$ cat src/rtl/htld_pkg.sv
// ----------------------------------------------------------------------------
// htld_pkg
// Shared sizes, codes and payload types of the Huffman tree loader/decoder.
// ----------------------------------------------------------------------------
package htld_pkg;

  localparam int MAX_LEAVES  = 256;
  localparam int SYMBOL_BITS = 8;
  localparam int SYM_W       = 8;
  localparam int NODE_DEPTH  = 2 * MAX_LEAVES - 1;
  localparam int STACK_DEPTH = MAX_LEAVES;
  localparam int NODE_W      = $clog2(NODE_DEPTH);
  localparam int COUNT_W     = $clog2(NODE_DEPTH + 1);
  localparam int LVL_W       = $clog2(STACK_DEPTH + 1);
  localparam int STK_AW      = $clog2(STACK_DEPTH);

  localparam logic [SYM_W-1:0] SYM_MASK = (SYMBOL_BITS >= SYM_W) ? {SYM_W{1'b1}} :
                                          SYM_W'((1 << SYMBOL_BITS) - 1);

  typedef enum logic [1:0] {
    REQ_SHAPE = 2'd0,
    REQ_CODE  = 2'd1,
    REQ_CLEAR = 2'd2
  } req_e;

  typedef enum logic [2:0] {
    ST_OK       = 3'd0,
    ST_SYMBOL   = 3'd1,
    ST_DONE     = 3'd2,
    ST_PHASE    = 3'd3,
    ST_OVERFLOW = 3'd4,
    ST_TRAILING = 3'd5
  } status_e;

  typedef struct packed {
    logic [1:0]       req_type;
    logic             bit_value;
    logic [SYM_W-1:0] leaf_symbol;
    logic             last_bit;
  } htld_in_t;

  typedef struct packed {
    logic [2:0]       status;
    logic [SYM_W-1:0] symbol;
  } htld_out_t;

  // Child link kept in the parent entry, with the child's leaf flag and byte.
  typedef struct packed {
    logic [NODE_W-1:0] idx;
    logic              leaf;
    logic [SYM_W-1:0]  sym;
  } child_t;

  // Pending internal node and its left-child-filled flag.
  typedef struct packed {
    logic [NODE_W-1:0] idx;
    logic              filled;
  } stk_t;

  typedef struct packed {
    logic [COUNT_W-1:0] count;
    logic [LVL_W-1:0]   level;
    stk_t               top;
    logic               tree_ready;
  } load_st_t;

  typedef struct packed {
    status_e            status;
    logic [COUNT_W-1:0] count;
    logic [LVL_W-1:0]   level;
    stk_t               top;
    logic               done;
    logic               root_we;
    logic               node_we;
    logic               node_right;
    logic [NODE_W-1:0]  node_addr;
    child_t             node_wdata;
    logic               stk_we;
    logic [STK_AW-1:0]  stk_addr;
    stk_t               stk_wdata;
  } load_res_t;

endpackage

$ cat src/rtl/htld_load.sv
// ----------------------------------------------------------------------------
// htld_load
// Shape-bit step of the tree build: attach the new node to its pending
// parent, update the pending stack and report completion or errors.
// ----------------------------------------------------------------------------
module htld_load
  import htld_pkg::*;
(
  input  logic             is_leaf_i,
  input  logic [SYM_W-1:0] sym_i,
  input  load_st_t         st_i,
  input  stk_t             stk_rd_i,
  output load_res_t        res_o
);

  logic             pops;
  logic [LVL_W-1:0] lvl_after;
  stk_t             top_after;

  always_comb begin
    pops      = (st_i.count != '0) && st_i.top.filled;
    lvl_after = st_i.level;
    top_after = st_i.top;

    res_o                 = '0;
    res_o.status          = ST_OK;
    res_o.count           = st_i.count;
    res_o.level           = st_i.level;
    res_o.top             = st_i.top;
    res_o.node_addr       = st_i.top.idx;
    res_o.node_wdata.idx  = st_i.count[NODE_W-1:0];
    res_o.node_wdata.leaf = is_leaf_i;
    res_o.node_wdata.sym  = is_leaf_i ? (sym_i & SYM_MASK) : '0;
    res_o.stk_addr        = STK_AW'(st_i.level - 1'b1);
    res_o.stk_wdata       = st_i.top;

    if (st_i.tree_ready) begin
      res_o.status = ST_PHASE;
    end else if (st_i.count >= COUNT_W'(NODE_DEPTH)) begin
      res_o.status = ST_OVERFLOW;
    end else if ((st_i.count != '0) && (st_i.level == '0)) begin
      res_o.status = ST_PHASE;
    end else if (!is_leaf_i && !pops && (st_i.level >= LVL_W'(STACK_DEPTH))) begin
      res_o.status = ST_OVERFLOW;
    end else begin
      if (st_i.count == '0) begin
        res_o.root_we = 1'b1;
      end else begin
        res_o.node_we = 1'b1;
        if (!st_i.top.filled) begin
          top_after.filled = 1'b1;
        end else begin
          res_o.node_right = 1'b1;
          lvl_after        = LVL_W'(st_i.level - 1'b1);
          top_after        = stk_rd_i;
        end
      end
      res_o.count = COUNT_W'(st_i.count + 1'b1);
      if (!is_leaf_i) begin
        if ((st_i.count != '0) && !pops) begin
          res_o.stk_we    = 1'b1;
          res_o.stk_addr  = STK_AW'(lvl_after - 1'b1);
          res_o.stk_wdata = top_after;
        end
        res_o.top.idx    = st_i.count[NODE_W-1:0];
        res_o.top.filled = 1'b0;
        res_o.level      = LVL_W'(lvl_after + 1'b1);
      end else begin
        res_o.top   = top_after;
        res_o.level = lvl_after;
        if (lvl_after == '0) begin
          res_o.done   = 1'b1;
          res_o.status = ST_DONE;
        end
      end
    end
  end

endmodule

$ cat config.mk
export PLATFORM = sky130hd
export DESIGN_NAME = htld_load
export DESIGN_NICKNAME = d
export VERILOG_FILES = /design/src/rtl/htld_pkg.sv /design/src/rtl/htld_load.sv
export SDC_FILE = /design/constraint.sdc
export NUM_CORES = 1
export LEC_CHECK = 0
export ABC_AREA = 0
export BUFFER_PORTS_ARGS = -buffer_cell sky130_fd_sc_hd__buf_2
export CORE_MARGIN = 2
export CORE_UTILIZATION = 30
export DETAILED_ROUTE_END_ITERATION = 12
export GPL_TIMING_DRIVEN = 0
export PLACE_DENSITY_LB_ADDON = 0.15
export REMOVE_ABC_BUFFERS = 1
export SYNTH_ARGS = -nofsm -noshare
export SYNTH_HDL_FRONTEND = slang
export SYNTH_SLANG_ARGS = --single-unit
export TNS_END_PERCENT = 5
$ cat constraint.sdc
create_clock -name vclk -period 4.1
set_input_delay 0.41 -clock vclk [all_inputs]
set_output_delay 0.41 -clock vclk [all_outputs]
set_load 0.01 [all_outputs]
* After elaboration in Yosys (flattened, before gate mapping)
Cells that the tools add are included.
** Word-level totals
- Flip-flop bits (word level) :: 0
- Bits in latches :: 0
- Memory bits (writable) :: 0
- Memory bits (read-only) :: 0
- Input bits :: 48
- Output and inout bits :: 81
- Word-level logic and storage cells :: 49
- Memories :: 0
** Cells by class
- Add/sub/neg operators :: 4
- Multiply operators :: 0
- Div/mod/pow operators :: 0
- Magnitude comparators :: 2
- Eq/ne operators :: 0
- Shift operators :: 0
- Mux-type cells :: 32
- Bitwise gates (word level) :: 0
- Reduce and logical (&&, ||, !) cells :: 11
** Operator list (number)
- $mux W19 :: 7
- $mux W32 :: 4
- $mux W9 :: 7
- $logic_not A9 Y1 :: 3
- $add A9 B1 Y9 const B :: 2
- $ge A9 B9 Y1 const B :: 2
- $mux W3 :: 5
- $mux W10 :: 1
- $reduce_bool A9 Y1 :: 1
- $sub A9 B1 Y9 const B :: 1
- $mux W8 :: 1
- $sub A8 B1 Y8 const B :: 1
- $logic_and A1 B1 Y1 :: 5
- $mux W1 :: 5
- $mux W2 :: 2
- $logic_not A1 Y1 :: 2

* Logic depth before layout (Yosys ltp)
- Depth in word-level cells :: 16
- Gate-level depth with buffers :: 14
- Depth with buffers taken out :: 13

* Worst setup path before layout
Ideal clock, no wire load.
- Kind :: input-to-output
- From :: in st_i[20] in the netlist's numbering
- To :: out res_o[68] in the netlist's numbering
- Arrival :: 3.002 ns
- Slack :: 0.688 ns
- Stages on the path :: 13
- Buffers on the path :: 1
- Cell sequence :: inv_1 ha_1 or4b_1 o21ai_1 buf_2 o21ai_0 ha_1 nand2b_1 nor2_1 mux2i_1 a21oi_1 and4bb_2 nor3_1
** RTL lines
- start: declaration :: line htld_load.sv:11 : input load_st_t st_i,
- end: declaration :: line htld_load.sv:13 : output load_res_t res_o

==> impl_metrics.toml <==
[logic_synthesis]
synth_top_area_cell = "xnor2_1"
yosysSeqAreaShare_pct = 0
yosys_warnings = 0
synth_area_leaders = "xnor2_1 (9.4%), buf_4 (8.5%), o21ai_0 (5.7%)"
yosysTopAreaCellShare_pct = 9.38
synthCells = 252
syn_area_um2 = 1680
synth_cell_types = 53
syn_avg_cell_area_um2 = 6.67

[setup_path]
cpMaxStageDelayCell = "or4b_1"
path_cells = "buf_2 -> inv_1 -> ha_1 -> or4b_1 -> o21ai_4 -> o21ai_0 -> inv_1 -> ha_1 -> nor3b_1 -> o2111ai_1 -> or3_1 -> o21bai_2 -> buf_2"
end_kind = "output port"
critical_path_peak_fanout = 10
worst-path-buf-inv = 4
setup.worst_path.start_class = "input pin"
crit_arrival_ps = 3400
slowest_delay_ps = 570
critPathTopFamily = "simple AND/OR/NAND/NOR gates"
critical_path_class = "in -> out"
crit_cells = 13
required_ps = 3690

[placement]
place_congestion = 0.769
io_buffers = 129
placed_area_um2 = 2170
pre_cts_slack_ps = -492
dp_cells = 412
dp_hpwl_um = 4520

[hold_path]
hold_path_class = "in -> out"
min_path_cells = 2

[timing]
worst_slew_pin_slew_ps = 930
layout_min_cycle_time_ps = 3810
timing.fmax_ghz = 0.263
setup_ws_ps = 293
drv_slew = 0
hold_viol = 0
rsz0062_at_grt = "no"
timing.final.crit_share_pct = 92.9
slew_headroom_pct = 38.0
setup_viol = 0

[layout]
drive_above_1_share_pct = 44.3
instances_no_fill = 420
finalNetCount = 404
final_area_um2 = 2240
seqCellArea_um2 = 0
seq_cell_count = 0
antenna_cells = 0
final_common_cell = "buf_2"
final_cell_mix = "buf_2 (129), nand2_1 (23), nor2_1 (20)"
area_growth_pct = 33.4
nClkBuffers = 0
n_fill_cell = 620

[job]
cap_violations = 0

[routing]
wl_um = 5790
vias_per_cell = 4.94
route.detailed.drc = 0
ant_nets = 0
dr_total_vias = 2076
first_pass_iters = 4
drtIter0Drc = 118
wl_per_cell_um = 13.8

[power_and_ir_drop]
ir_drop_v = 0.0000680
leakage_nw = 1.14
power_mw = 0.245
power_density_nw_per_um2 = 109

[grt]
met3_usage_pct = 0.455
grt_use_met2_pct = 32.3
antenna_found_initial = 0
grt_pass1_vias = 1846
overflow = 0
grt_use_total_pct = 17.7
grt_max_degree = 29
grt-busiest-layer = "met2"
grt_pass1_wl_um = 9250
use_met1_pct = 24.8

[floorplan]
die_height_um = 78.8
core-area_um2 = 5470
start_util_pct = 30.7
die_area_um2 = 6220
pin_count = 129
die_w_um = 78.8
rows = 27

[status]
status = "finished clean"

[clock_tree]
holdBufCountCts = 0
==> logic make-up (layout without fill, tap and decap cells) <==
logic type      Yosys count  count (layout)  share of synthesized area [%]
compound gates           52              52                           22.5
simple gates            101             101                           35.3
buf+inv                  59             155                           18.7
xor+xnor                 28              28                           15.5
fa+ha+maj                 6               6                           4.47
mux                       6               6                           3.57
==> cell type report <==
cell class                      instances  area (um^2)  share of cell area (%)
Multi-Input combinational cell        193         1380                    61.5
Inverter                               18         67.6                    3.02
Tap cell                               72         90.1                    4.02
Timing Repair Buffer                  137          706                    31.5
==> where the power goes <==
group | internal (mW) | switching (mW) | leakage [nW]
registers | 0 | 0 | 0
clock network | 0 | 0 | 0
logic | 0.102 | 0.142 | 1.14
total | 0.102 | 0.142 | 1.14
==> metrics by stage <==
stage | hold slack [ps] | util (%) | setup TNS, ps
6_report | 1050 | 40.9 | 0
5_1_grt | 1060 | 40.9 | 0
4_1_cts | 1050 | 39.8 | 0
3_5_place_dp | 1050 | 39.6 | -3030
3_3_place_gp | 1040 | 39.6 | -3150
2_1_floorplan | 820 | - | 0
==> layer usage <==
| metal | routed length (um) | share of wire (%) | vias to the layer above |
|---|---|---|---|
| met5 | 0 | 0 | - |
| met4 | 0 | 0 | 0 |
| met3 | 225 | 3.9 | 0 |
| met2 | 2900 | 50 | 56 |
| met1 | 2670 | 46 | 959 |
| li1 | - | - | 1061 |
==> cell usage after synthesis (all sizes together) (2+ instances only) <==
cell,n
a2111oi,3
a211oi,2
a21oi,8
a221oi,9
and2,9
and3,4
buf,26
clkbuf,15
ha,6
inv,18
mux2i,6
nand2,24
nand3,4
nand3b,2
nor2,21
nor3,3
nor3b,2
nor4,4
o21ai,20
or3,15
or4,5
or4b,2
xnor2,19
xor2,9
==> final timing paths <==
path | start | to
setup / recovery | st_i[20] | res_o[79]
hold / removal | st_i[3] | res_o[2]
==> what timing repair did <==
item	CTS	global route
gates resized for setup	2	0
setup endpoints to repair	17	3
pin swaps	0	1
buffers inserted	0	8
(Power assumes the default switching activity.)
